===== src/rtl/core/ascii_integer_parser_core_macros.svh =====
// assertion helpers for the ascii integer parser core
`ifndef ASCII_INTEGER_PARSER_CORE_MACROS_SVH
`define ASCII_INTEGER_PARSER_CORE_MACROS_SVH

// same-cycle implication, checked out of reset
`define AIP_ASSERT_IMP(label, ante, cons, msg) \
    label: assert property (@(posedge i_clk) disable iff (!i_rst_n) (ante) |-> (cons)) \
        else $error(msg);

// next-cycle implication, checked out of reset
`define AIP_ASSERT_NXT(label, ante, cons, msg) \
    label: assert property (@(posedge i_clk) disable iff (!i_rst_n) (ante) |=> (cons)) \
        else $error(msg);

`endif


===== src/rtl/core/aip_pkg.sv =====
package aip_pkg;

    typedef struct packed {
        logic [7:0] ch;
        logic       has_char;
        logic       first;
        logic       last;
    } t_in_item;

    typedef struct packed {
        logic [63:0] value;
        logic        valid_res;
    } t_out_item;

    typedef struct packed {
        logic       radix_mode;
        logic [5:0] radix;
        logic       wide_result;
        logic       signed_result;
    } t_cfg;

    localparam int unsigned CFG_IDX_W  = 2;
    localparam int unsigned CFG_DATA_W = 6;

    localparam logic [CFG_IDX_W-1:0] REG_RADIX_MODE    = 2'd0;
    localparam logic [CFG_IDX_W-1:0] REG_RADIX         = 2'd1;
    localparam logic [CFG_IDX_W-1:0] REG_WIDE_RESULT   = 2'd2;
    localparam logic [CFG_IDX_W-1:0] REG_SIGNED_RESULT = 2'd3;

    localparam logic [5:0] RADIX_RESET = 6'd10;

endpackage


===== src/rtl/core/aip_in_reg.sv =====
module aip_in_reg
    import aip_pkg::*;
(
    input  logic     i_clk,
    input  logic     i_rst_n,
    input  logic     i_valid,
    output logic     o_ready,
    input  t_in_item i_item,
    input  logic     i_drain,
    output logic     o_valid,
    output t_in_item o_item
);

    logic     r_valid;
    logic     n_valid;
    t_in_item r_item;

    assign o_ready = !r_valid || i_drain;
    assign o_valid = r_valid;
    assign o_item  = r_item;

    always_comb begin
        n_valid = r_valid;
        if (i_valid && o_ready) begin
            n_valid = 1'b1;
        end else if (i_drain) begin
            n_valid = 1'b0;
        end
    end

    always_ff @(posedge i_clk) begin
        if (!i_rst_n) begin
            r_valid <= 1'b0;
        end else begin
            r_valid <= n_valid;
        end
    end

    always_ff @(posedge i_clk) begin
        if (i_valid && o_ready) begin
            r_item <= i_item;
        end
    end

endmodule


===== src/rtl/core/aip_engine.sv =====
module aip_engine
    import aip_pkg::*;
(
    input  logic      i_clk,
    input  logic      i_rst_n,
    input  logic      i_en,
    input  t_in_item  i_item,
    input  t_cfg      i_cfg,
    output logic      o_res_valid,
    output t_out_item o_res
);

    localparam logic [7:0] CH_MINUS = 8'h2D;
    localparam logic [7:0] CH_LO_X  = 8'h78;
    localparam logic [7:0] CH_UP_X  = 8'h58;
    localparam logic [5:0] BAD_DIGIT = 6'h3F;

    function automatic logic [5:0] digit_of(input logic [7:0] c);
        logic [7:0] t;
        t = 8'd0;
        if (c >= 8'h30 && c <= 8'h39) begin
            t = c - 8'h30;
        end else if (c >= 8'h61 && c <= 8'h7A) begin
            t = c - 8'd87;
        end else if (c >= 8'h41 && c <= 8'h5A) begin
            t = c - 8'd55;
        end else begin
            t = {2'b00, BAD_DIGIT};
        end
        return t[5:0];
    endfunction

    logic [63:0] r_acc;
    logic        r_neg;
    logic        r_hex;
    logic [1:0]  r_pos;
    logic        r_seen;
    logic        r_rej;

    logic [63:0] n_acc;
    logic        n_neg;
    logic        n_hex;
    logic [1:0]  n_pos;
    logic        n_seen;
    logic        n_rej;

    // state seen by this byte, after an optional clear on first
    logic [63:0] b_acc;
    logic        b_neg;
    logic        b_hex;
    logic [1:0]  b_pos;
    logic        b_seen;
    logic        b_rej;

    logic [63:0] u_acc;
    logic        u_neg;
    logic        u_hex;
    logic [1:0]  u_pos;
    logic        u_seen;
    logic        u_rej;

    logic [5:0]  dig;
    logic [63:0] limit;
    logic [67:0] sum16;
    logic [67:0] sum10;
    logic        ovf16;
    logic        ovf10;
    logic [5:0]  base;
    logic [37:0] rmul;
    logic [31:0] rsum;
    logic        ok;
    logic [63:0] neg_acc;

    always_comb begin
        b_acc  = i_item.first ? 64'd0 : r_acc;
        b_neg  = i_item.first ? 1'b0  : r_neg;
        b_hex  = i_item.first ? 1'b0  : r_hex;
        b_pos  = i_item.first ? 2'd0  : r_pos;
        b_seen = i_item.first ? 1'b0  : r_seen;
        b_rej  = i_item.first ? 1'b0  : r_rej;
    end

    assign dig = digit_of(i_item.ch);

    always_comb begin
        unique case ({i_cfg.wide_result, i_cfg.signed_result})
            2'b00:   limit = 64'h0000_0000_FFFF_FFFF;
            2'b01:   limit = 64'h0000_0000_7FFF_FFFF;
            2'b10:   limit = 64'hFFFF_FFFF_FFFF_FFFF;
            default: limit = 64'h7FFF_FFFF_FFFF_FFFF;
        endcase
    end

    // exact acc * base + d against the limit, four guard bits on top
    assign sum16 = {b_acc, 4'b0000} + {62'd0, dig};
    assign sum10 = {1'b0, b_acc, 3'b000} + {3'b000, b_acc, 1'b0} + {62'd0, dig};
    assign ovf16 = sum16 > {4'b0000, limit};
    assign ovf10 = sum10 > {4'b0000, limit};

    always_comb begin
        if (i_cfg.radix < 6'd2) begin
            base = 6'd2;
        end else if (i_cfg.radix > 6'd36) begin
            base = 6'd36;
        end else begin
            base = i_cfg.radix;
        end
    end

    assign rmul = {6'd0, b_acc[31:0]} * {32'd0, base};
    assign rsum = rmul[31:0] + {26'd0, dig};

    always_comb begin
        u_acc  = b_acc;
        u_neg  = b_neg;
        u_hex  = b_hex;
        u_seen = b_seen;
        u_rej  = b_rej;
        u_pos  = b_pos;
        if (i_item.has_char) begin
            if (b_pos != 2'd2) begin
                u_pos = b_pos + 2'd1;
            end
            if (!b_rej) begin
                if (i_cfg.radix_mode) begin
                    if (dig >= base) begin
                        u_rej = 1'b1;
                    end else begin
                        u_acc  = {32'd0, rsum};
                        u_seen = 1'b1;
                    end
                end else begin
                    priority if (b_hex) begin
                        if (dig > 6'd15 || ovf16) begin
                            u_rej = 1'b1;
                        end else begin
                            u_acc = sum16[63:0];
                        end
                    end else if (b_pos == 2'd1 && b_seen && !b_neg && b_acc == 64'd0
                                 && (i_item.ch == CH_LO_X || i_item.ch == CH_UP_X)) begin
                        u_hex = 1'b1;
                    end else if (b_pos == 2'd0 && i_item.ch == CH_MINUS) begin
                        u_neg = 1'b1;
                    end else if (dig <= 6'd9) begin
                        // an overflowing digit still counts as seen
                        u_seen = 1'b1;
                        if (ovf10) begin
                            u_rej = 1'b1;
                        end else begin
                            u_acc = sum10[63:0];
                        end
                    end else begin
                        u_rej = 1'b1;
                    end
                end
            end
        end
    end

    assign neg_acc = 64'd0 - u_acc;

    always_comb begin
        if (i_cfg.radix_mode) begin
            ok = !u_rej;
        end else begin
            ok = !u_rej && u_pos != 2'd0 && (u_hex || u_seen);
        end
        o_res.valid_res = ok;
        o_res.value     = 64'd0;
        if (ok) begin
            if (i_cfg.radix_mode) begin
                o_res.value = {32'd0, u_acc[31:0]};
            end else if (i_cfg.wide_result) begin
                o_res.value = u_neg ? neg_acc : u_acc;
            end else begin
                o_res.value = {32'd0, u_neg ? neg_acc[31:0] : u_acc[31:0]};
            end
        end
    end

    assign o_res_valid = i_en && i_item.last;

    always_comb begin
        n_acc  = r_acc;
        n_neg  = r_neg;
        n_hex  = r_hex;
        n_pos  = r_pos;
        n_seen = r_seen;
        n_rej  = r_rej;
        if (i_en) begin
            if (i_item.last) begin
                n_acc  = 64'd0;
                n_neg  = 1'b0;
                n_hex  = 1'b0;
                n_pos  = 2'd0;
                n_seen = 1'b0;
                n_rej  = 1'b0;
            end else begin
                n_acc  = u_acc;
                n_neg  = u_neg;
                n_hex  = u_hex;
                n_pos  = u_pos;
                n_seen = u_seen;
                n_rej  = u_rej;
            end
        end
    end

    always_ff @(posedge i_clk) begin
        if (!i_rst_n) begin
            r_acc  <= 64'd0;
            r_neg  <= 1'b0;
            r_hex  <= 1'b0;
            r_pos  <= 2'd0;
            r_seen <= 1'b0;
            r_rej  <= 1'b0;
        end else begin
            r_acc  <= n_acc;
            r_neg  <= n_neg;
            r_hex  <= n_hex;
            r_pos  <= n_pos;
            r_seen <= n_seen;
            r_rej  <= n_rej;
        end
    end

endmodule


===== src/rtl/core/aip_out_reg.sv =====
module aip_out_reg
    import aip_pkg::*;
(
    input  logic      i_clk,
    input  logic      i_rst_n,
    input  logic      i_load,
    input  t_out_item i_item,
    output logic      o_valid,
    input  logic      i_ready,
    output t_out_item o_item
);

    logic      r_valid;
    logic      n_valid;
    t_out_item r_item;

    assign o_valid = r_valid;
    assign o_item  = r_item;

    always_comb begin
        n_valid = r_valid;
        if (i_load) begin
            n_valid = 1'b1;
        end else if (i_ready) begin
            n_valid = 1'b0;
        end
    end

    always_ff @(posedge i_clk) begin
        if (!i_rst_n) begin
            r_valid <= 1'b0;
        end else begin
            r_valid <= n_valid;
        end
    end

    always_ff @(posedge i_clk) begin
        if (i_load) begin
            r_item <= i_item;
        end
    end

endmodule


===== src/rtl/core/ascii_integer_parser_core.sv =====
// ascii integer parser: one text byte per transfer on the input channel,
// one result per text on the output channel (valid/ready on both).
// a transfer with last set closes the text and yields value and valid_res;
// has_char low with first and last set is an empty text.
// configuration is a plain write port (enable, index, data), to be written
// only while the block is idle, which the block itself does not enforce:
// 0 radix_mode, 1 radix, 2 wide_result, 3 signed_result.
// a byte is captured in the input register at its transfer and parsed from
// there into the state registers; a closing byte's result is registered in
// the output register and offered from there. throughput is one byte per
// cycle while no closing byte waits for room, bounded by the single accumulator
// update (shift-add by 10 or 16, or a 32x6 multiply in radix mode).
// reset clears the parse state and both registers and loads the register
// defaults (prefix mode, radix 10, 32-bit, signed).
// when the receiver stalls, the result waits in the output register; bytes
// that produce no result keep flowing, and a closing byte waits in the
// input register, which then holds off further transfers.
module ascii_integer_parser_core
    import aip_pkg::*;
(
    input  logic                  i_clk,
    input  logic                  i_rst_n,
    input  logic                  i_in_valid,
    output logic                  o_in_ready,
    input  t_in_item              i_in_item,
    output logic                  o_out_valid,
    input  logic                  i_out_ready,
    output t_out_item             o_out_item,
    input  logic                  i_cfg_we,
    input  logic [CFG_IDX_W-1:0]  i_cfg_idx,
    input  logic [CFG_DATA_W-1:0] i_cfg_wdata
);

    `include "ascii_integer_parser_core_macros.svh"

    t_cfg      r_cfg;
    t_cfg      n_cfg;
    logic      stg_valid;
    t_in_item  stg_item;
    logic      fire;
    logic      res_load;
    t_out_item res_item;

    always_comb begin
        n_cfg = r_cfg;
        if (i_cfg_we) begin
            unique case (i_cfg_idx)
                REG_RADIX_MODE:    n_cfg.radix_mode    = i_cfg_wdata[0];
                REG_RADIX:         n_cfg.radix         = i_cfg_wdata;
                REG_WIDE_RESULT:   n_cfg.wide_result   = i_cfg_wdata[0];
                REG_SIGNED_RESULT: n_cfg.signed_result = i_cfg_wdata[0];
                default:           n_cfg = r_cfg;
            endcase
        end
    end

    always_ff @(posedge i_clk) begin
        if (!i_rst_n) begin
            r_cfg.radix_mode    <= 1'b0;
            r_cfg.radix         <= RADIX_RESET;
            r_cfg.wide_result   <= 1'b0;
            r_cfg.signed_result <= 1'b1;
        end else begin
            r_cfg <= n_cfg;
        end
    end

    // a closing byte needs room in the output register
    assign fire = stg_valid && (!stg_item.last || !o_out_valid || i_out_ready);

    aip_in_reg u_in_reg (
        .i_clk   (i_clk),
        .i_rst_n (i_rst_n),
        .i_valid (i_in_valid),
        .o_ready (o_in_ready),
        .i_item  (i_in_item),
        .i_drain (fire),
        .o_valid (stg_valid),
        .o_item  (stg_item)
    );

    aip_engine u_engine (
        .i_clk       (i_clk),
        .i_rst_n     (i_rst_n),
        .i_en        (fire),
        .i_item      (stg_item),
        .i_cfg       (r_cfg),
        .o_res_valid (res_load),
        .o_res       (res_item)
    );

    aip_out_reg u_out_reg (
        .i_clk   (i_clk),
        .i_rst_n (i_rst_n),
        .i_load  (res_load),
        .i_item  (res_item),
        .o_valid (o_out_valid),
        .i_ready (i_out_ready),
        .o_item  (o_out_item)
    );

    `AIP_ASSERT_IMP(a_no_overwrite, res_load && o_out_valid, i_out_ready, "result overwritten while stalled")
    `AIP_ASSERT_NXT(a_load_shows, res_load, o_out_valid, "loaded result not offered")
    `AIP_ASSERT_IMP(a_reject_zero, o_out_valid && !o_out_item.valid_res, o_out_item.value == 64'd0, "rejected text with nonzero value")

endmodule

===== config.mk =====
export PLATFORM = sky130hd
export DESIGN_NAME = ascii_integer_parser_core
export DESIGN_NICKNAME = d
export VERILOG_FILES = /design/src/rtl/core/aip_pkg.sv /design/src/rtl/core/aip_in_reg.sv /design/src/rtl/core/aip_engine.sv /design/src/rtl/core/aip_out_reg.sv /design/src/rtl/core/ascii_integer_parser_core.sv
export VERILOG_INCLUDE_DIRS = /design/src /design/src/rtl/core
export SDC_FILE = /design/constraint.sdc
export NUM_CORES = 1
export LEC_CHECK = 0
export ABC_AREA = 1
export BUFFER_PORTS_ARGS = -buffer_cell sky130_fd_sc_hd__buf_4
export CAP_MARGIN = 25
export CORE_MARGIN = 2
export CORE_UTILIZATION = 30
export DETAILED_ROUTE_END_ITERATION = 10
export PLACE_DENSITY = 0.45
export SLEW_MARGIN = 20
export SYNTH_ARGS = -nofsm -noshare
export SYNTH_HDL_FRONTEND = slang
export SYNTH_HIERARCHICAL = 1
export SYNTH_SLANG_ARGS = --single-unit
export TNS_END_PERCENT = 100

===== constraint.sdc =====
create_clock -name i_clk -period 9.4 [get_ports i_clk]
set_input_delay 2.82 -clock i_clk [delete_from_list [all_inputs] [get_ports i_clk]]
set_output_delay 2.82 -clock i_clk [all_outputs]
set_load 0.02 [all_outputs]

==> results of run 1 <==
what timing repair did:
action	in CTS	in global routing
buffers inserted	0	4
endpoints found under the setup margin	0	58
resized for setup	0	56
synth_stat cells, drive strengths merged (2+ instances only):
library cell and count:
a211oi 9, a21boi 6, a21o 14, a21oi 300
a221oi 2, a2bb2oi 4, a31oi 15, and2 5
buf 52, clkbuf 81, clkinv 12, dfxtp 81
edfxtp 76, fa 117, ha 275, inv 575
nand2 1427, nand3 279, nand3b 13, nand4 124
nor2 554, nor3 45, nor3b 3, nor4 20
o211ai 10, o21a 13, o21ai 147, o21bai 18
o221ai 15, o22ai 7, o31ai 2, or2 8
xnor2 21, xor2 90
through the flow:
| stage | hold WS [ns] | power [mW] | instances | TNS (ns) |
|---|---|---|---|---|
| 6_report | 0.470 | 2.00 | 5745 | 0 |
| 5_1_grt | 0.504 | 2.09 | 5745 | -0.0702 |
| 4_1_cts | 0.470 | 2.02 | 5741 | 0 |
| 3_5_place_dp | 0.456 | 1.23 | 5709 | 0 |
| 3_3_place_gp | 0.453 | 1.23 | 5706 | 0 |
| 2_1_floorplan | 0.442 | 1.05 | 4429 | 0 |
final timing paths:
path,start,endpoint,slack (ns)
worst max-delay path,u_in_reg/o_item[3]$_DFFE_PP_,u_out_reg/o_item[38]$_DFFE_PP_,0.57
worst min-delay path,u_engine/r_acc[61]$_SDFFE_PN0P_,u_engine/r_acc[61]$_SDFFE_PN0P_,0.47
worst max register to register,u_in_reg/o_item[3]$_DFFE_PP_,u_out_reg/o_item[38]$_DFFE_PP_,0.57
worst min register to register,u_engine/r_acc[61]$_SDFFE_PN0P_,u_engine/r_acc[61]$_SDFFE_PN0P_,0.47
cells by family (layout without fill, tap and decap cells):
kind of cell / Yosys count / in the layout / share of synthesized area [%]
flops: 157 / 157 / 14.3
simple gates: 2480 / 2480 / 38.7
xor+xnor: 111 / 111 / 3.56
fa+ha+maj: 392 / 392 / 21.2
buf+inv: 720 / 860 / 10.6
compound gates: 569 / 569 / 11.6
flip-flops by register name (all words and copies together) (netlist names), 2 cells and up:
register          cells
r_cfg                 9
u_engine/r_acc       64
u_engine/r_pos        2
u_in_reg/o_item      11
u_out_reg/o_item     65
metal layers:
layer	GRT usage, %	vias up	share of wire [%]
met5	0	-	0
met4	7.18	0	2.4
met2	41.1	1050	42
li1	-	14600	-
met1	39.8	14500	48
met3	3.71	124	6.9
where the power goes:
group / internal, mW / switching [mW] / total (mW)
Sequential: 0.732 / 0.0167 / 0.749
Combinational: 0.128 / 0.351 / 0.479
Clock: 0.401 / 0.375 / 0.776
final cells by class:
class	count	share of cell area (%)
Multi-Input combinational cell	3552	67.4
Sequential cell	157	12.7
Inverter	587	7.17
Timing Repair Buffer	241	6.03
Tap cell	1176	4.78
Clock buffer	17	1.38
Clock inverter	15	0.582
worst max-delay path: cells and delay by family, from the launching register on:
kind | cells | cell delay (ns)
DFF | 1 | 0.44
buffers and inverters | 5 | 0.47
xor gates and xnor gates | 1 | 0.20
AOI/OAI and AO/OA | 3 | 0.86
and+or+nand+nor | 33 | 5.75
adders and majority gates | 4 | 0.91
==> impl_metrics.yaml, run 1 <==
yosys:
  synth_edf_count: 76
  postSynth.asyncResetShare_pct: 0
  synth.net_count: 4845
  synth_seq_cells: 157
  synth-seq-area-share_pct: 14.3
  synth_flop_cell: "dfxtp_1"
  syn_area_um2: 27300
  synth_largest_area_cell: "nand2_1"
  synth.area.top_cells: "nand2_1, ha_1, fa_1"
  ys_types: 61
  syn_avg_cell_area_um2: 6.17
  yosys_warnings: 6
  synth_cells: 4429
  synth_top_area_share_pct: 19.3
cells_and_area:
  final_cell_mix: "nand2_1, inv_1, nor2_1, a21oi_1, ha_1"
  multi_input_area_um2: 20700
  fillers: 10200
  postLayoutCellArea_um2: 30800
  final_common_cell: "nand2_1"
  drive_above_1_share_pct: 10.2
  post-route-util_pct: 34.1
  area_growth_pct: 12.6
  nets: 4972
  n_antenna_cell: 0
  seqCellArea_um2: 3900
global_routing:
  grt_max_degree: 71
  grt_pass1_vias: 28600
  antenna_found_initial: 2
  grt_usage_pct: 27.1
  gr-total-overflow: 0
  grt_first_pass_wirelength_um: 189000
setup_path:
  cpPeakStageDelay_ns: 0.57
  cp_data_required_time_ns: 9.72
  path_max_fanout: 24
  critical_path.most_common_cell: "nand2_1"
  r2r_cells: 46
  endpoint_kind: "flip-flop"
  cp_slowest_cell: "or4_1"
  critical_path_class: "flip-flop to flip-flop"
  critPathLaunchType: "flip-flop"
  arrival_ns: 9.15
placed_design:
  port_buffers: 90
  place_hpwl_um: 107000
  post-place-ws_ns: 0.229
  place_congestion: 0.981
  placed_cell_area_um2: 29900
timing:
  hold_viol: 0
  max_slew_margin_pct: 22.6
  worstMarginPinSlew_ns: 1.16
  fmax_mhz: 113
  rsz0062_at_grt: "yes"
  min_period_ns: 8.83
  min_period_over_period_pct: 93.9
  skew_ns: 0.0320
  fin_ws_ns: 0.575
  finalMaxSlewViolations: 0
  setup_viol: 0
power:
  peakVddDrop_v: 0.000150
  p_leak_nw: 15.1
  power_density_nw_per_um2: 65.2
detailed_routing:
  drtIter0Drc: 2925
  avgViaCountPerCell: 5.27
  vias: 30300
  postRouteWirelength_um: 128000
  postRouteAntennaNets: 0
  drc: 0
  drtPass1Iterations: 6
  wl_per_cell_um: 22.4
hold_path:
  whs_path_depth: 2
  hp-class: "flip-flop to flip-flop"
floorplan:
  die_x_um: 306
  row_count: 110
  dieArea_um2: 93400
  start_util_pct: 30.3
  die_h_um: 306
  core_area_um2: 90100
  io_pins: 91
clock_tree:
  tritoncts: "done"
  hold_buffers: 0
  h-tree-depth: 4
  clkSlewWorstSetupHoldPaths_ns: 0.07
  clock-root-buffer: "clkbuf_16"
  numCtsBuffers: 17
  insertion_delay_ns: 0.53
  clkSinkCount: 157
  cts_buffer_depth: 2
outcome:
  status: "finished, final reports clean"
job:
  max-cap-violations: 0
Power figures use the tool's default switching activity.
==> run 2, diff against run 1 <==
--- a/config.mk
+++ b/config.mk
@@ -6,13 +6,12 @@
 export SDC_FILE = /design/constraint.sdc
 export NUM_CORES = 1
 export LEC_CHECK = 0
-export ABC_AREA = 1
 export BUFFER_PORTS_ARGS = -buffer_cell sky130_fd_sc_hd__buf_4
 export CAP_MARGIN = 25
-export CORE_MARGIN = 2
+export CORE_MARGIN = 1
 export CORE_UTILIZATION = 30
 export DETAILED_ROUTE_END_ITERATION = 10
-export PLACE_DENSITY = 0.45
+export PLACE_DENSITY = 0.46
 export SLEW_MARGIN = 20
 export SYNTH_ARGS = -nofsm -noshare
 export SYNTH_HDL_FRONTEND = slang
==> impl_metrics.yaml, run 2 <==
outcome:
  status: "complete, but fails checks"
  failed_checks: "negative setup slack"
yosys:
  synth_compound_area_share_pct: 21.1
  synth_largest_area_cell: "ha_1"
  syn_avg_cell_area_um2: 7.69
  synth_top_area_share_pct: 13.8
  synth_seq_cells: 157
  synthAdderAreaFrac_pct: 23.2
  yosys.area_share.xor_xnor_pct: 6.99
  synthSimpleGateAreaFrac_pct: 25.1
  ys_types: 102
  ys_top_cells_by_count: "nand2_1, ha_1, nor2_1"
  synth.area.top_cells: "ha_1, fa_1, edfxtp_1"
  muxShareOfSynthArea_pct: 1.58
  syn_area_um2: 24900
  postSynth.asyncResetShare_pct: 0
  synth_flop_cell: "dfxtp_1"
  synth.net_count: 3658
  synthMostInstantiatedCell: "nand2_1"
  synth-seq-area-share_pct: 15.7
  yosys_warnings: 6
  synth_edf_count: 76
  synth_cells: 3242
  synth_top_family_by_area: "simple AND/OR/NAND/NOR gates"
cells_and_area:
  final_cell_mix: "buf_4, nand2_1, ha_1, nor2_1, inv_1"
  n_antenna_cell: 0
  drive_above_1_share_pct: 23.8
  fin_cells: 4876
  area_growth_pct: 29.9
  seqCellArea_um2: 3900
  nets: 4209
  multi_input_area_um2: 20100
  largest_register_ff_count: 65
  fillers: 8646
  final_common_cell: "buf_4"
  post-route-util_pct: 39.5
global_routing:
  gr-total-overflow: 0
  antenna_found_initial: 0
  grt_first_pass_wirelength_um: 168000
  grt_max_degree: 86
  grt_usage_pct: 26.5
  grt_pass1_vias: 26200
detailed_routing:
  drc: 0
  wl_per_cell_um: 23.5
  postRouteAntennaNets: 0
  drtIter0Drc: 2021
  postRouteWirelength_um: 114000
  avgViaCountPerCell: 5.50
  drtPass1Iterations: 6
  vias: 26800
power:
  seqPwrFrac_pct: 36.6
  p_leak_nw: 14.7
  internal_power_mw: 1.31
  peakVddDrop_v: 0.000132
  p_sw_share_pct: 35.2
  pwr-share-clk_pct: 39.2
  power_frac_comb_pct: 24.2
  total_power_mw: 2.03
  power_density_nw_per_um2: 62.6
  p_switching_mw: 0.715
setup_path:
  arrival_ns: 10.41
  timing.rr.end: "u_out_reg/o_item[52]$_DFFE_PP_"
  critical_path_class: "flip-flop to flip-flop"
  critPathLaunchType: "flip-flop"
  path_max_fanout: 6
  cp_slowest_cell: "or4b_4"
  critical_path.most_common_cell: "buf_4"
  cpPeakStageDelay_ns: 0.55
  r2r-start: "u_in_reg/o_item[3]$_DFFE_PP_"
  rrSetupSlack_ns: -0.76
  endpoint_kind: "flip-flop"
  cp_data_required_time_ns: 9.65
  r2r_cells: 56
timing:
  min_period_over_period_pct: 108
  min_period_ns: 10.16
  setup_viol: 55
  max_slew_margin_pct: 26.2
  finalMaxSlewViolations: 0
  skew_ns: 0.0380
  fmax_mhz: 98.4
  worstMarginPinSlew_ns: 1.11
  hold_viol: 0
  rsz0062_at_grt: "yes"
  finalSetupTns_ns: -31.75
  fin_ws_ns: -0.760
hold_path:
  hp-class: "flip-flop to flip-flop"
  hold_start: "r_cfg[6]$_SDFFE_PN0P_"
  whs_path_depth: 2
  holdPathEnd: "r_cfg[6]$_SDFFE_PN0P_"
clock_tree:
  h-tree-depth: 4
  cts_buffer_depth: 2
  tritoncts: "done"
  clkSinkCount: 157
  numCtsBuffers: 17
  clkSlewWorstSetupHoldPaths_ns: 0.10
  clock-root-buffer: "clkbuf_16"
  insertion_delay_ns: 0.51
floorplan:
  io_pins: 91
  row_count: 105
  core_area_um2: 82100
  start_util_pct: 30.4
  die_x_um: 290
  die_h_um: 290
  dieArea_um2: 84300
placed_design:
  post-place-ws_ns: -0.909
  place_hpwl_um: 92400
  placedCellCount: 4767
  port_buffers: 90
  place_congestion: 0.984
job:
  max-cap-violations: 0
## run 2: cell families after synthesis
| kind of cell | after synthesis |
|---|---|
| flops | 157 |
| simple gates | 1242 |
| fa+ha+maj | 393 |
| compound gates | 804 |
| buf+inv | 409 |
| xor+xnor | 199 |
| mux | 38 |
## run 2: power groups by stage
| stage | Combinational (mW) | Sequential, mW | Clock [mW] |
|---|---|---|---|
| 6_report | 0.491 | 0.743 | 0.794 |
| 5_1_grt | 0.520 | 0.745 | 0.832 |
| 4_1_cts | 0.463 | 0.743 | 0.815 |
| 3_5_place_dp | 0.437 | 0.759 | 0 |
| 3_3_place_gp | 0.438 | 0.759 | 0 |
| 2_1_floorplan | 0.221 | 0.768 | 0 |
## run 2: stage by stage
stage / instance area (um^2) / hold WS, ns
floorplan: 25100 / 0.434
global placement: 30600 / 0.464
detailed placement: 30600 / 0.471
CTS: 31900 / 0.480
global route: 32400 / 0.504
finish: 32400 / 0.474
## run 2: worst max path at each step
stage,cells past startpoint,slack [ns],endpoint,start
2_1_floorplan,40,-0.19,u_out_reg/o_item[51]$_DFFE_PP_,u_in_reg/o_item[3]$_DFFE_PP_
3_3_place_gp,41,-0.75,u_out_reg/o_item[46]$_DFFE_PP_,u_in_reg/o_item[3]$_DFFE_PP_
3_5_place_dp,41,-0.91,u_out_reg/o_item[46]$_DFFE_PP_,u_in_reg/o_item[3]$_DFFE_PP_
4_1_cts,41,-0.62,u_out_reg/o_item[40]$_DFFE_PP_,u_in_reg/o_item[3]$_DFFE_PP_
5_1_grt,41,-1.06,u_out_reg/o_item[40]$_DFFE_PP_,u_in_reg/o_item[3]$_DFFE_PP_
6_report,56,-0.76,u_out_reg/o_item[52]$_DFFE_PP_,u_in_reg/o_item[3]$_DFFE_PP_
## run 2: final cells by class
type | instances | area share [%]
tap | 1070 | 4.13
inverter | 233 | 2.71
timing repair buffer | 708 | 17.0
clock inverter | 15 | 0.602
clock buffer | 17 | 1.31
sequential | 157 | 12.0
multi-input combinational | 2676 | 62.2
## run 2: timing repair
action,4_1_cts,5_1_grt
pin swaps,30,54
setup buffers,55,22
hold buffers,0,0
gates resized for setup,47,77
gates cloned,2,2
endpoints found under the setup margin,59,73
## run 2: critical path, delay by kind of cell, from the launching register on
kind	cells	cell delay, ns
buf+inv	38	4.82
simple gates	8	2.22
compound gates	8	1.97
flops	1	0.48
fa+ha+maj	1	0.20
xor+xnor	1	0.18
## run 2: routing by layer
metal  vias to the layer above  track usage, %  wire, um
met4                         0            14.5      6920
met3                       226            2.59      5060
met5                         -               0         0
met2                       820            45.4     54600
met1                     13000            32.6     47800
li1                      12700               -         -
